<file path="src/swerve_four_wheel_kinematics_core_assert.svh">
// ----------------------------------------------------------------------------
// Swerve kinematics assertion macros
// Concurrent assertion wrappers that compile away for synthesis.
// ----------------------------------------------------------------------------
`ifndef SWERVE_FOUR_WHEEL_KINEMATICS_CORE_ASSERT_SVH
`define SWERVE_FOUR_WHEEL_KINEMATICS_CORE_ASSERT_SVH
`ifndef SYNTHESIS
`define SWK_ASSERT(lbl, clk, rst_n, prop, msg) \
  lbl: assert property (@(posedge clk) disable iff (!rst_n) prop) else $error(msg);
`define SWK_ASSERT_ALWAYS(lbl, clk, prop, msg) \
  lbl: assert property (@(posedge clk) prop) else $error(msg);
`else
`define SWK_ASSERT(lbl, clk, rst_n, prop, msg)
`define SWK_ASSERT_ALWAYS(lbl, clk, prop, msg)
`endif
`endif

</file>
<file path="src/swk_fifo.sv">
`timescale 1ns / 1ps
`default_nettype none
// ----------------------------------------------------------------------------
// Swerve kinematics queue
// Show-ahead register queue with occupancy count; depth is a power of two.
// ----------------------------------------------------------------------------
module swk_fifo #(
  parameter int WIDTH = 8,
  parameter int DEPTH = 4
) (
  input  logic                         clk,
  input  logic                         rst_n,
  input  logic                         push,
  input  logic [WIDTH-1:0]             push_data,
  input  logic                         pop,
  output logic [WIDTH-1:0]             pop_data,
  output logic                         full,
  output logic                         empty,
  output logic [$clog2(DEPTH+1)-1:0]   count
);

  localparam int PTR_W = $clog2(DEPTH);
  localparam int CNT_W = $clog2(DEPTH + 1);

  logic [WIDTH-1:0] data_r [DEPTH];
  logic [PTR_W-1:0] wr_ptr_r, wr_ptr_nxt;
  logic [PTR_W-1:0] rd_ptr_r, rd_ptr_nxt;
  logic [CNT_W-1:0] count_r, count_nxt;
  logic             do_push, do_pop;

  assign full     = (count_r == CNT_W'(DEPTH));
  assign empty    = (count_r == '0);
  assign count    = count_r;
  assign pop_data = data_r[rd_ptr_r];
  assign do_push  = push && !full;
  assign do_pop   = pop && !empty;

  always_comb begin
    wr_ptr_nxt = do_push ? wr_ptr_r + PTR_W'(1) : wr_ptr_r;
    rd_ptr_nxt = do_pop ? rd_ptr_r + PTR_W'(1) : rd_ptr_r;
    count_nxt  = count_r;
    if (do_push && !do_pop) begin
      count_nxt = count_r + CNT_W'(1);
    end else if (do_pop && !do_push) begin
      count_nxt = count_r - CNT_W'(1);
    end
  end

  always_ff @(posedge clk) begin
    if (!rst_n) begin
      wr_ptr_r <= '0;
      rd_ptr_r <= '0;
      count_r  <= '0;
    end else begin
      wr_ptr_r <= wr_ptr_nxt;
      rd_ptr_r <= rd_ptr_nxt;
      count_r  <= count_nxt;
    end
  end

  always_ff @(posedge clk) begin
    if (do_push) begin
      data_r[wr_ptr_r] <= push_data;
    end
  end

endmodule
`default_nettype wire

</file>
<file path="config.mk">
export PLATFORM = sky130hd
export DESIGN_NAME = swk_fifo
export DESIGN_NICKNAME = d
export VERILOG_FILES = /design/src/swerve_four_wheel_kinematics_core_assert.svh /design/src/swk_fifo.sv
export SDC_FILE = /design/constraint.sdc
export NUM_CORES = 1
export LEC_CHECK = 0
export BUFFER_PORTS_ARGS = -buffer_cell sky130_fd_sc_hd__buf_2
export CAP_MARGIN = 20
export CORE_MARGIN = 10
export CORE_UTILIZATION = 30
export DETAILED_ROUTE_END_ITERATION = 12
export GPL_TIMING_DRIVEN = 0
export HOLD_SLACK_MARGIN = 0.08
export MAX_ROUTING_LAYER = met4
export SETUP_SLACK_MARGIN = 0.15
export SLEW_MARGIN = 20
export SYNTH_ARGS = -nofsm -noshare
export SYNTH_HDL_FRONTEND = slang
export SYNTH_SLANG_ARGS = --single-unit
</file>
<file path="constraint.sdc">
create_clock -name clk -period 2.4 [get_ports clk]
set_input_delay 0.36 -clock clk [delete_from_list [all_inputs] [get_ports clk]]
set_output_delay 0.36 -clock clk [all_outputs]
set_load 0.05 [all_outputs]
</file>
# After elaboration in Yosys (flattened, before gate mapping)
# Memories as Yosys holds them, arrays and structs flattened. A register that Yosys moved wholly into a read port is not among the register bits.
# Index checks and enable logic that the tools add are counted.
# totals
out_inout_bits	13
inputBits	12
mem_count	1
word_cells	25
reg_bits	7
ram_bits	32
# op_classes
muxes	6
n_eq_ne	1
reduce_logical	10
addsub	4
# mem_list
memory	depth	word_bits	read_ports	rd_ports_with_merged_regs	wr	line_no	rtl
data_r	4	8	1	1	1	swk_fifo.sv:25	logic [WIDTH-1:0] data_r [DEPTH];
# ops
cell	n
$mux W3	2
$add A2 B1 Y2 const B	2
$logic_and A1 B1 Y1	4
$logic_not A1 Y1	4
$mux W2	2
$add A3 B1 Y3 const B	1
$eq A3 B3 Y1 const B	1
$logic_not A3 Y1	1
$sub A3 B1 Y3 const B	1
$mux W1	2
$reduce_bool A2 Y1	1

# Logic depth before layout (Yosys ltp)
# Gate-level depths: netlist of run 1.
# logic_depth
word_depth	7
mapped_depth	9
mapped_depth_nobuf	8

# Worst setup path before layout of run 1
# No wires, ideal clock.
# synth_timing
kind	register to register
start	register count_r[2] (netlist: count[2])
end	register count_r[2] (netlist: count[2])
path_buffers	1
t_arrival_ns	2.701
synth_period_minus_slack_ns	2.771
required_ns	2.330
setup_time_ns	0.070
stages_incl_launch_ff	10
setup_slack_ns	-0.371
cell_sequence	dfxtp_1 nor3b_2 nor2b_1 buf_6 ha_1 inv_1 fa_1 xor2_1 or3_1 a21boi_1
# synth_between
elab_chain_len	6
elab_cells_between_ends	15
classes_between	add/sub (2); eq/ne (1); mux (2); reduce/logical (10)
# synth_lines
element	line_no	rtl
from (decl)	swk_fifo.sv:28	logic [CNT_W-1:0] count_r, count_nxt;
from (signal assigned)	swk_fifo.sv:57	count_r <= count_nxt;
$eq A3 B3 Y1 *	swk_fifo.sv:31	assign full = (count_r == CNT_W'(DEPTH));
named net full	swk_fifo.sv:17	output logic full,
$logic_not A1 Y1 *	swk_fifo.sv:35	assign do_push = push && !full;
$logic_and A1 B1 Y1 *	swk_fifo.sv:35	
named net do_push	swk_fifo.sv:29	logic do_push, do_pop;
$logic_not A1 Y1	swk_fifo.sv:44	end else if (do_pop && !do_push) begin
$logic_and A1 B1 Y1	swk_fifo.sv:44	
$reduce_bool A2 Y1 (no source line)	-	
# Mark *: on every way through the listed nets, which the timed path passes. The rest lies on a longest branch. The select of a mux whose other input is x is not followed.
# A chain may end at the register's enable or synchronous reset.

# Worst setup path after layout of run 1
# layout_timing
start	register count_r[2] (netlist: count[2])
end	register count_r[2] (netlist: count[2])
# layout_between
elab_chain_len	6
elab_cells_between_ends	15
classes_between	add/sub (2); eq/ne (1); mux (2); reduce/logical (10)
# layout_lines
element	line_no
$eq A3 B3 Y1 *	swk_fifo.sv:31
$logic_not A1 Y1 *	swk_fifo.sv:35
$logic_and A1 B1 Y1 *	swk_fifo.sv:35
named net do_push	swk_fifo.sv:29
$logic_not A1 Y1	swk_fifo.sv:44
$logic_and A1 B1 Y1	swk_fifo.sv:44
$reduce_bool A2 Y1 (no source line)	-
# Marked as above.

==> results.md, run 1 <==
| Metric | This run | Unit |
|---|---|---|
| Status | complete, no violations | - |
| Class of the tightest hold or removal check | primary input to flop | - |
| Post-route insts no fill | 191 | - |
| Number of nets in the synthesized netlist | 108 | - |
| Final Cycle Share | 84.9 | % |
| Via count of the first global-routing pass | 938 | - |
| Die height | 93.9 | um |
| Worst slack at placement | 369 | ps |
| Placed cell count | 183 | - |
| Number of buffers added by the clock tree synthesis step | 5 | - |
| Capturing element type of the critical path | flop | - |
| Count of buffer and inverter cells on the critical path | 2 | - |
| Family with the most delay on the worst path | simple AND/OR/NAND/NOR gates | - |
| Type of the worst setup path | flop to flop | - |
| Number of max-slew violations in the final report | 0 | - |
| Post-CTS clock slew at the launch and capture registers of the worst setup and hold paths | 70 | ps |
| Clock tree from TritonCTS | built | - |
| Antenna-violating nets left | 0 | - |
| Highest-delay cell along the critical path | sky130_fd_sc_hd__dfxtp_4 | - |
| Number of setup violations in the final report | 0 | - |
| Data arrival, critical path | 2250 | ps |
| Gate count of the mapped netlist | 90 | - |
| Number of buffers between clock root and the deepest sink | 2 | - |
| Number of post-CTS setup repair buffers | 0 | - |
| Number of optimization iterations in the first detailed-route pass | 4 | - |
| Internal power | 0.00158 | W |
| CTS Hold Bufs | 0 | - |
| Vias per inst | 4.42 | - |
| Slack of the worst reg-to-reg path | 360 | ps |
| Final worst setup slack | 362 | ps |
| Startpoint of the most critical hold path | push_data[0] | - |
| Crit-path cells | nor3b_4 > nor2b_1 > buf_6 > ha_2 > inv_1 > fa_2 > xor2_1 > or3_1 > a21boi_1 | - |
| Worst Hold End | data_r[3][0]$_DFFE_PP_ | - |
| Tot GR Track Use | 6.92 | % |
| Fill count | 507 | - |
| Commonest non-fill, non-tap cell in the layout | sky130_fd_sc_hd__edfxtp_1 | - |
| Register bit total from synthesis | 41 | - |
| Number of warnings printed during yosys synthesis | 0 | - |
| Synthesis-to-layout area growth | 21.6 | % |
| Core Box Area | 5200 | um^2 |
| Hold Vio Cnt, Final | 0 | - |
| Critical path launch point type | flop | - |
| Number of library cell types mapped by synthesis | 23 | - |
| Sequential-to-total area share from yosys stat | 69.6 | % |
| Time the worst path needs with I/O delays and setup | 2040 | ps |
| Setup repair after global routing missed its margin | false | - |
| Root buffer selected by CTS | sky130_fd_sc_hd__clkbuf_8 | - |
| Std-Cell Rows | 26 | - |
| Commonest non-fill, non-tap cells in the layout | sky130_fd_sc_hd__edfxtp_1 (32), sky130_fd_sc_hd__buf_2 (24), sky130_fd_sc_hd__mux4_2 (8), sky130_fd_sc_hd__and2_1 (8), sky130_fd_sc_hd__dfxtp_1 (6) | - |
| Half-perimeter wire length of the detailed placement result | 2.03 | mm |
| Fraction of registers with async set or reset after synthesis | 0 | % |
| Multi-input combinational cell area | 474 | um^2 |
| Fmax | 0.491 | GHz |
| Layout cell share with drive strength beyond 1 | 39.7 | % |
| Part of the total power dissipated in the clock network | 26.0 | % |
| Pleak | 0.717 | nW |
| Worst hold path cell count | 1 | - |
| Detailed-route wire length per cell | 14.4 | um |
| Number of sinks on the clock net | 41 | - |
| Sum of overflow across all layers after global routing | 0 | - |
| Antenna diodes | 0 | - |
| Worst slew margin | 68.0 | % |
| IR drop worst, VDD | 683 | uV |
| Synth Cell Area | 1640 | um^2 |
| DR DRC count | 0 | - |
| Number of antenna violations at the first check in global routing | 0 | - |
| DRT Wirelength | 2.74 | mm |
| R2r endpoint | count[2]$_SDFFE_PN0P_ | - |
| Crit path required time | 2610 | ps |
| Setup TNS | 0 | ps |
| Initial Util | 31.5 | % |
| Overall die width | 93.9 | um |
| Skew-Pair Late Insertion Delay | 280 | ps |
| Worst R2R Path Depth | 9 | - |
| Maximum number of pins on one net before global-route repair | 14 | - |
| Iteration-0 DRC count of the detailed router | 30 | - |
| Die area | 8820 | um^2 |
| Dominant register cell in the synthesized netlist | sky130_fd_sc_hd__edfxtp_1 | - |
| Switching share of power | 35.1 | % |
| Mean post-synth cell area | 18.2 | um^2 |
| Number of enable-type register cells in the synthesized netlist | 32 | - |
| Via count | 845 | - |
| Area occupied by registers | 1150 | um^2 |
| Net switching component of the power | 0.000857 | W |
| Share of power burned in registers | 38.9 | % |
| Transition time at the pin with the least slew margin | 480 | ps |
| Number of instances resized during post-cts repair | 0 | - |
| Count of boundary I/O pins | 25 | - |
| Share of total power in combinational logic | 35.1 | % |
| Global-route wire length before repair | 4.51 | mm |
| MaxCap Viol Count | 0 | - |
| Clock skew | 3.66 | ps |
| Number of nets in the layout | 138 | - |
| Top fanout value on the critical path | 7 | - |
| Source of the worst register-to-register timing path | count[2]$_SDFFE_PN0P_ | - |
| H-tree depth | 2 | - |
| Count of buffers from port buffering | 23 | - |
| Final weighted congestion of routability-driven global placement | 0.710 | - |
| Max incr delay on CP | 370 | ps |
| Pwr Density | 1220 | nW/um^2 |
Yosys cell counts, drive strengths merged (2+ instances only):
cell type / n / area share [%]
edfxtp: 32 / 59
ha: 5 / 3.8
buf: 3 / 1.2
nor2b: 2 / 0.76
inv: 3 / 0.69
mux4: 8 / 11
and2: 8 / 3.1
mux2i: 3 / 1.8
nand2: 4 / 0.92
dfxtp: 9 / 11
xnor2: 3 / 1.6
power groups by stage:
stage               Sequential, W  Clock (W)  Combinational, W
floorplan                 0.00101          0          0.000644
global placement         0.000957          0          0.000867
detailed placement       0.000967          0          0.000877
CTS                      0.000951   0.000646          0.000879
global route             0.000962   0.000682          0.000924
finish                   0.000948   0.000635          0.000857
registers in the layout (all words and copies together), names as in the netlist, named ones only:
name,cells
count,3
wr_ptr_r,2
rd_ptr_r,2
data_r,32
metrics by stage:
step           utilization, %  hold slack (ps)  instance area, um^2  total power (W)
2_1_floorplan               -              459                 1660          0.00165
3_3_place_gp             35.7              478                 1860          0.00182
3_5_place_dp             35.7              494                 1860          0.00184
4_1_cts                  38.3              280                 1990          0.00248
5_1_grt                  38.3              276                 1990          0.00257
6_report                 38.3              286                 1990          0.00244
area by class of cell:
cell class	instances	area share (%)
timing repair buffer	23	5.78
multi-input combinational	42	23.8
inverter	3	0.565
buffer	4	1.19
clock inverter	3	3.26
clock buffer	5	3.45
sequential	41	57.6
tap	70	4.39
layer usage:
metal | up-vias | track usage (%) | share of wire [%]
met4 | 0 | 2.28 | 1.3
met2 | 25 | 11.1 | 49
met1 | 416 | 7.43 | 44
met5 | - | - | 0
li1 | 399 | - | -
met3 | 5 | 3.28 | 6.0
kinds of logic after synthesis:
family,after synthesis,synth area share (%)
flops,41,69.6
simple gates,17,6.18
mux,11,12.8
buf+inv,7,2.14
fa+ha+maj,6,5.04
compound gates,4,2.06
xor+xnor,4,2.14
worst max-delay path by stage:
stage	start	end	slack, ps	cells after the start
3_3_place_gp	count[2]$_SDFFE_PN0P_	count[2]$_SDFFE_PN0P_	410	9
5_1_grt	count[0]$_SDFFE_PN0P_	count[2]$_SDFFE_PN0P_	230	9
6_report	count[2]$_SDFFE_PN0P_	count[2]$_SDFFE_PN0P_	360	9
3_5_place_dp	count[2]$_SDFFE_PN0P_	count[2]$_SDFFE_PN0P_	370	9
2_1_floorplan	count[2]$_SDFFE_PN0P_	count[2]$_SDFFE_PN0P_	160	9
4_1_cts	count[2]$_SDFFE_PN0P_	count[2]$_SDFFE_PN0P_	340	9
Power figures use the tool's default switching activity.
==> run 2, diff against run 1 <==
- clock period: 2.4 -> 1.7 ns (I/O delays scaled with it)
==> run 2 against run 1 <==
Critical path depth did not move. Wire length increased by 9.7%. Cell count increased by 2.6%. Maximum frequency up 6.3%. Largest cell class unchanged. The flow now finishes with violations (negative setup slack). First-iteration DRC count fell by 33%. Die area did not move.
==> results.md, run 2 (same netlist as run 1, synthesis figures left out) <==
| Metric | This run | Unit | Delta |
|---|---|---|---|
| Initial Util | 31.5 | % | unchanged |
| Via count of the first global-routing pass | 984 | - | was 938 |
| Launch point of the critical path | count[2]$_SDFFE_PN0P_ | - | unchanged |
| Area occupied by registers | 1150 | um^2 | about the same |
| Layout cell share with drive strength beyond 1 | 46.8 | % | was 39.7% |
| Worst R2R Path Depth | 9 | - | unchanged |
| Die height | 93.9 | um | unchanged |
| Commonest non-fill, non-tap cells in the layout | sky130_fd_sc_hd__edfxtp_1 (32), sky130_fd_sc_hd__buf_2 (15), sky130_fd_sc_hd__buf_6 (8), sky130_fd_sc_hd__mux4_2 (8), sky130_fd_sc_hd__buf_4 (7) | - | was sky130_fd_sc_hd__edfxtp_1 (32), sky130_fd_sc_hd__buf_2 (24), sky130_fd_sc_hd__mux4_2 (8), sky130_fd_sc_hd__and2_1 (8), sky130_fd_sc_hd__dfxtp_1 (6) |
| Transition time at the pin with the least slew margin | 345 | ps | was 480 ps |
| Capturing element type of the critical path | flop | - | unchanged |
| R2r endpoint | count[2]$_SDFFE_PN0P_ | - | unchanged |
| MaxCap Viol Count | 0 | - | unchanged |
| Global-route wire length before repair | 4.86 | mm | was 4.51 mm |
| Max incr delay on CP | 370 | ps | about the same |
| Antenna-violating nets left | 0 | - | unchanged |
| Sum of overflow across all layers after global routing | 0 | - | unchanged |
| Status | complete, but fails checks | - | was complete, no violations |
| Final Cycle Share | 113 | % | was 84.9% |
| Std-Cell Rows | 26 | - | unchanged |
| Highest-delay cell along the critical path | sky130_fd_sc_hd__dfxtp_4 | - | unchanged |
| Time the worst path needs with I/O delays and setup | 1920 | ps | was 2040 ps |
| Via count | 873 | - | was 845 |
| Commonest non-fill, non-tap cell in the layout | sky130_fd_sc_hd__edfxtp_1 | - | unchanged |
| Source of the worst register-to-register timing path | count[2]$_SDFFE_PN0P_ | - | unchanged |
| Number of flip-flops under the largest register name | 32 | - | unchanged |
| Largest Register | data_r | - | unchanged |
| Overall die width | 93.9 | um | unchanged |
| DR DRC count | 0 | - | unchanged |
| Crit path required time | 1910 | ps | was 2610 ps |
| Tot GR Track Use | 7.46 | % | was 6.92% |
| Count of buffers from port buffering | 23 | - | unchanged |
| Post-CTS clock slew at the launch and capture registers of the worst setup and hold paths | 70 | ps | about the same |
| Class of the tightest hold or removal check | primary input to flop | - | unchanged |
| Worst hold-check slack | 185 | ps | was 286 ps |
| Number of optimization iterations in the first detailed-route pass | 2 | - | was 4 |
| Fmax | 0.521 | GHz | was 0.491 GHz |
| Number of buffers added by the clock tree synthesis step | 5 | - | unchanged |
| Synthesis-to-layout area growth | 27.6 | % | was 21.6% |
| Count of boundary I/O pins | 25 | - | unchanged |
| Fill count | 493 | - | was 507 |
| Final weighted congestion of routability-driven global placement | 0.712 | - | was 0.710 |
| Hold Vio Cnt, Final | 0 | - | unchanged |
| Critical path launch point type | flop | - | unchanged |
| Maximum number of pins on one net before global-route repair | 13 | - | was 14 |
| Worst hold path cell count | 1 | - | unchanged |
| Top fanout value on the critical path | 5 | - | was 7 |
| Data arrival, critical path | 2130 | ps | was 2250 ps |
| Pleak | 0.753 | nW | was 0.717 nW |
| DRT Wirelength | 3.01 | mm | was 2.74 mm |
| Clock skew | 3.62 | ps | was 3.66 ps |
| Type of the worst setup path | flop to flop | - | unchanged |
| Number of antenna violations at the first check in global routing | 0 | - | unchanged |
| Worst slew margin | 76.6 | % | was 68.0% |
| Number of buffers between clock root and the deepest sink | 2 | - | unchanged |
| IR drop worst, VDD | 1010 | uV | was 683 uV |
| Startpoint of the most critical hold path | push_data[2] | - | was push_data[0] |
| Iteration-0 DRC count of the detailed router | 20 | - | was 30 |
| Clock tree from TritonCTS | built | - | unchanged |
| Vias per inst | 4.45 | - | was 4.42 |
| Setup TNS | -287 | ps | was 0 ps |
| Count of buffer and inverter cells on the critical path | 2 | - | unchanged |
| Crit-path cells | nor3b_4 > nor2b_1 > buf_6 > ha_4 > inv_2 > fa_2 > xor2_1 > or3_1 > a21boi_1 | - | was nor3b_4 > nor2b_1 > buf_6 > ha_2 > inv_1 > fa_2 > xor2_1 > or3_1 > a21boi_1 |
| Violated checks | negative setup slack | - |  |
| H-tree depth | 2 | - | unchanged |
| Final worst setup slack | -218 | ps | was 362 ps |
| Core Box Area | 5200 | um^2 | unchanged |
| Antenna diodes | 0 | - | unchanged |
| Placed cell count | 183 | - | unchanged |
| Number of sinks on the clock net | 41 | - | unchanged |
| Multi-input combinational cell area | 503 | um^2 | was 474 um^2 |
| Detailed-route wire length per cell | 15.4 | um | was 14.4 um |
| Setup repair after global routing missed its margin | true | - | was false |
| Family with the most delay on the worst path | simple AND/OR/NAND/NOR gates | - | unchanged |
| Number of nets in the layout | 144 | - | was 138 |
| Number of setup violations in the final report | 5 | - | was 0 |
| Pwr Density | 1660 | nW/um^2 | was 1220 nW/um^2 |
| Slack of the worst reg-to-reg path | -220 | ps | was 360 ps |
| Worst Hold End | data_r[2][2]$_DFFE_PP_ | - | was data_r[3][0]$_DFFE_PP_ |
| Post-route insts no fill | 196 | - | was 191 |
| Skew-Pair Late Insertion Delay | 280 | ps | about the same |
| Root buffer selected by CTS | sky130_fd_sc_hd__clkbuf_8 | - | unchanged |
| Die area | 8820 | um^2 | unchanged |
| Number of max-slew violations in the final report | 0 | - | unchanged |
[run 2: changes by cell type in the layout (fill, tap and decap cells not counted), sizes merged]
cell	change
buf	+6
bufinv	-2
clkinvlp	+1
[run 2: worst max-delay path by stage]
stage	end	slack [ps]	depth (start not counted)
finish	count[2]$_SDFFE_PN0P_	-220	9
global route	count[2]$_SDFFE_PN0P_	-300	9
global placement	count[2]$_SDFFE_PN0P_	-290	7
floorplan	count[2]$_SDFFE_PN0P_	-490	9
detailed placement	count[2]$_SDFFE_PN0P_	-370	7
CTS	count[2]$_SDFFE_PN0P_	-250	9
[run 2: area by class of cell]
cell class,instances,area share [%]
well taps,70,4.19
flip-flops and latches,41,55.1
repair buffers,29,10.3
plain buffers,4,1.91
clock inverters,2,0.538
clock buffers,5,3.29
multi-input cells,42,24.0
inverters,3,0.538
[run 2: layer usage]
metal / GRT usage, % / share of wire, %
met2: 12.5 / 52
met3: 2.88 / 6.7
met1: 7.69 / 40
met5: - / 0
met4: 3.04 / 1.0
[run 2: through the flow]
| stage | setup slack (ps) | total power [W] | instance area (um^2) | utilization [%] |
|---|---|---|---|---|
| after floorplan | -494 | 0.00235 | 1670 | - |
| after detailed placement | -366 | 0.00265 | 1870 | 36.0 |
| final | -218 | 0.00347 | 2090 | 40.2 |
| after global routing | -298 | 0.00364 | 2090 | 40.2 |
| after CTS | -247 | 0.00350 | 2080 | 40.0 |
| after global placement | -288 | 0.00260 | 1870 | 36.0 |
[run 2: where the power goes]
group          switching (W)  leakage [nW]  internal [W]  total, W
Clock               0.000290        0.0377      0.000275  0.000565
Combinational       0.000894         0.346      0.000670   0.00156
Sequential         0.0000926         0.370       0.00125   0.00134
[run 2: repair_timing]
action,in CTS,in global routing
resized for setup,26,6
buffers inserted,6,0
endpoints found under the hold margin,0,0
pin swaps,3,1
endpoints found under the setup margin,10,43
hold buffers,0,0
==> run 3, diff against run 2 <==
--- a/config.mk
+++ b/config.mk
@@ -10,4 +10,5 @@
 export CORE_MARGIN = 10
 export CORE_UTILIZATION = 30
+export CTS_CLUSTER_DIAMETER = 100
 export DETAILED_ROUTE_END_ITERATION = 12
 export GPL_TIMING_DRIVEN = 0
==> constraint.sdc (replaced) <==
create_clock -name clk -period 1.7 [get_ports clk]
set_input_delay 0.17 -clock clk [delete_from_list [all_inputs] [get_ports clk]]
set_output_delay 0.17 -clock clk [all_outputs]
set_load 0.05 [all_outputs]
==> run 3 against run 2 <==
The flow still finishes with violations (negative setup slack). Sequential power hardly changed. Cell count stayed put. First-iteration DRC count is 5.0% lower. Flip-flop and latch count stayed put. Critical path type unchanged.
==> results.md, run 3 (same netlist as run 1, synthesis figures left out) <==
| Metric | This run | Unit | Delta |
|---|---|---|---|
| Status | complete, but fails checks | - | unchanged |
| Violated checks | negative setup slack | - | unchanged |
| Share of power burned in registers | 37.9 | % | was 38.7% |
| Count of buffers from port buffering | 23 | - | unchanged |
| Largest Register | data_r | - | unchanged |
| Detailed-route wire length per cell | 15.3 | um | was 15.4 um |
| Crit path required time | 1910 | ps | about the same |
| Via count of the first global-routing pass | 997 | - | was 984 |
| Commonest non-fill, non-tap cells in the layout | sky130_fd_sc_hd__edfxtp_1 (32), sky130_fd_sc_hd__buf_2 (16), sky130_fd_sc_hd__mux4_2 (8), sky130_fd_sc_hd__buf_8 (8), sky130_fd_sc_hd__buf_4 (6) | - | was sky130_fd_sc_hd__edfxtp_1 (32), sky130_fd_sc_hd__buf_2 (15), sky130_fd_sc_hd__buf_6 (8), sky130_fd_sc_hd__mux4_2 (8), sky130_fd_sc_hd__buf_4 (7) |
| Class of the tightest hold or removal check | primary input to flop | - | unchanged |
| Worst Hold End | data_r[2][2]$_DFFE_PP_ | - | unchanged |
| Critical path launch point type | flop | - | unchanged |
| Global-route wire length before repair | 4.93 | mm | was 4.86 mm |
| Net switching component of the power | 0.00130 | W | was 0.00128 W |
| Hold Vio Cnt, Final | 0 | - | unchanged |
| Top fanout value on the critical path | 5 | - | unchanged |
| Number of setup violations in the final report | 2 | - | was 5 |
| Area occupied by registers | 1150 | um^2 | unchanged |
| Via count | 876 | - | was 873 |
| H-tree depth | 2 | - | unchanged |
| Part of the total power dissipated in the clock network | 16.1 | % | was 16.3% |
| Initial Util | 31.5 | % | unchanged |
| Number of sinks on the clock net | 41 | - | unchanged |
| Die area | 8820 | um^2 | unchanged |
| Overall die width | 93.9 | um | unchanged |
| Die height | 93.9 | um | unchanged |
| Layout cell share with drive strength beyond 1 | 46.8 | % | unchanged |
| Switching share of power | 36.6 | % | was 36.8% |
| Commonest non-fill, non-tap cell in the layout | sky130_fd_sc_hd__edfxtp_1 | - | unchanged |
| Pwr Density | 1670 | nW/um^2 | was 1660 nW/um^2 |
| Internal power | 0.00224 | W | was 0.00219 W |
| Number of buffers between clock root and the deepest sink | 2 | - | unchanged |
| Number of max-slew violations in the final report | 0 | - | unchanged |
| R2r endpoint | count[2]$_SDFFE_PN0P_ | - | unchanged |
| Time the worst path needs with I/O delays and setup | 1920 | ps | about the same |
| Final Cycle Share | 113 | % | about the same |
| Clock skew | 2.94 | ps | was 3.62 ps |
| Met1 routing resource usage after global routing | 7.78 | % | was 7.69% |
| Number of optimization iterations in the first detailed-route pass | 3 | - | was 2 |
| Number of antenna violations at the first check in global routing | 0 | - | unchanged |
| Std-Cell Rows | 26 | - | unchanged |
| Count of boundary I/O pins | 25 | - | unchanged |
| Clock tree from TritonCTS | built | - | unchanged |
| Core Box Area | 5200 | um^2 | unchanged |
| Startpoint of the most critical hold path | push_data[2] | - | unchanged |
| Transition time at the pin with the least slew margin | 343 | ps | was 345 ps |
| Setup repair after global routing missed its margin | true | - | unchanged |
| Fill count | 492 | - | was 493 |
| Antenna-violating nets left | 0 | - | unchanged |
| Highest-delay cell along the critical path | sky130_fd_sc_hd__dfxtp_4 | - | unchanged |
| Routing usage on met3 | 3.04 | % | was 2.88% |
| Tot GR Track Use | 7.56 | % | was 7.46% |
| IR drop worst, VDD | 971 | uV | was 1010 uV |
| DR DRC count | 0 | - | unchanged |
| Most crowded layer after global routing | met2 | - | unchanged |
| MaxCap Viol Count | 0 | - | unchanged |
| Synthesis-to-layout area growth | 29.1 | % | was 27.6% |
| Share of total power in combinational logic | 46.1 | % | was 45.1% |
| CTS Hold Bufs | 0 | - | unchanged |
| Iteration-0 DRC count of the detailed router | 19 | - | was 20 |
| Post-CTS clock slew at the launch and capture registers of the worst setup and hold paths | 70 | ps | about the same |
| Slack of the worst reg-to-reg path | -220 | ps | about the same |
| Worst hold path cell count | 1 | - | unchanged |
| Max incr delay on CP | 370 | ps | about the same |
| Capturing element type of the critical path | flop | - | unchanged |
| Multi-input combinational cell area | 503 | um^2 | unchanged |
| Number of nets in the layout | 144 | - | unchanged |
| Data arrival, critical path | 2130 | ps | about the same |
| Type of the worst setup path | flop to flop | - | unchanged |
| Number of buffers added by the clock tree synthesis step | 5 | - | unchanged |
| Source of the worst register-to-register timing path | count[2]$_SDFFE_PN0P_ | - | unchanged |
| Pleak | 0.762 | nW | was 0.753 nW |
| Vias per inst | 4.47 | - | was 4.45 |
| Crit-path cells | nor3b_4 > nor2b_1 > buf_6 > ha_4 > inv_2 > fa_2 > xor2_1 > or3_1 > a21boi_1 | - | unchanged |
| Maximum number of pins on one net before global-route repair | 13 | - | unchanged |
| Final worst setup slack | -220 | ps | was -218 ps |
| Worst slew margin | 76.8 | % | was 76.6% |
| Worst hold-check slack | 100 | ps | was 185 ps |
| Skew-Pair Late Insertion Delay | 280 | ps | about the same |
| Final weighted congestion of routability-driven global placement | 0.712 | - | unchanged |
| Worst R2R Path Depth | 9 | - | unchanged |
| Sum of overflow across all layers after global routing | 0 | - | unchanged |
| Antenna diodes | 0 | - | unchanged |
| DRT Wirelength | 3.01 | mm | about the same |
| Fmax | 0.521 | GHz | about the same |
| Root buffer selected by CTS | sky130_fd_sc_hd__clkbuf_8 | - | unchanged |
| Number of flip-flops under the largest register name | 32 | - | unchanged |
| Global-route track usage on met2 | 12.6 | % | was 12.5% |
| Worst slack at placement | -366 | ps | unchanged |
-- run 3: cell count changes in the layout (fill, tap and decap cells not counted) --
cell	previous run	this run
sky130_fd_sc_hd__buf_2	15	16
sky130_fd_sc_hd__buf_8	1	8
sky130_fd_sc_hd__buf_6	8	1
sky130_fd_sc_hd__buf_4	7	6
-- run 3: stage by stage --
| stage | util [%] | std cells | setup TNS [ps] | power [W] | instance area [um^2] |
|---|---|---|---|---|---|
| after floorplan | - | 90 | -3460 | 0.00235 | 1670 |
| after global placement | 36.0 | 183 | -352 | 0.00260 | 1870 |
| after detailed placement | 36.0 | 183 | -511 | 0.00265 | 1870 |
| after CTS | 40.6 | 196 | -287 | 0.00357 | 2110 |
| after global routing | 40.6 | 196 | -431 | 0.00371 | 2120 |
| final | 40.6 | 196 | -251 | 0.00354 | 2120 |
-- run 3: how the worst max path moves through the flow --
stage,startpoint,to,slack (ps)
floorplan,count[2]$_SDFFE_PN0P_,count[2]$_SDFFE_PN0P_,-490
global placement,count[1]$_SDFFE_PN0P_,count[2]$_SDFFE_PN0P_,-290
detailed placement,count[1]$_SDFFE_PN0P_,count[2]$_SDFFE_PN0P_,-370
CTS,count[2]$_SDFFE_PN0P_,count[2]$_SDFFE_PN0P_,-250
global route,count[2]$_SDFFE_PN0P_,count[2]$_SDFFE_PN0P_,-300
finish,count[2]$_SDFFE_PN0P_,count[2]$_SDFFE_PN0P_,-220
-- run 3: repair_timing --
item,in CTS,in global routing
endpoints found under the setup margin,10,42
pin swaps,3,1
buffers inserted,6,0
gates resized for setup,33,4
-- run 3: power groups by stage --
| stage | logic [W] | clock network, W | registers (W) |
|---|---|---|---|
| 2_1_floorplan | 0.000932 | 0 | 0.00142 |
| 3_3_place_gp | 0.00125 | 0 | 0.00135 |
| 3_5_place_dp | 0.00129 | 0 | 0.00137 |
| 4_1_cts | 0.00165 | 0.000588 | 0.00134 |
| 5_1_grt | 0.00173 | 0.000623 | 0.00136 |
| 6_report | 0.00163 | 0.000569 | 0.00134 |
-- run 3: worst max-delay path: cells and delay by family, from the launching register on --
kind	cells	cell delay, ps
AOI/OAI and AO/OA	1	120
xor gates and xnor gates	1	160
adders and majority gates	2	460
buffers and inverters	2	160
DFF	1	370
and+or+nand+nor	3	580
-- run 3: area by class of cell --
class / count / area share, %
Sequential cell: 41 / 54.5
Multi-Input combinational cell: 42 / 23.8
Timing Repair Buffer: 29 / 11.4
Tap cell: 70 / 4.14
Clock buffer: 5 / 3.25
Buffer: 4 / 1.89
Clock inverter: 2 / 0.532
Inverter: 3 / 0.532
-- run 3: per-layer routing --
metal	wire [um]	part of all wire [%]
met4	52	1.7
met5	0	0
met1	1210	40
met3	178	5.9
met2	1570	52
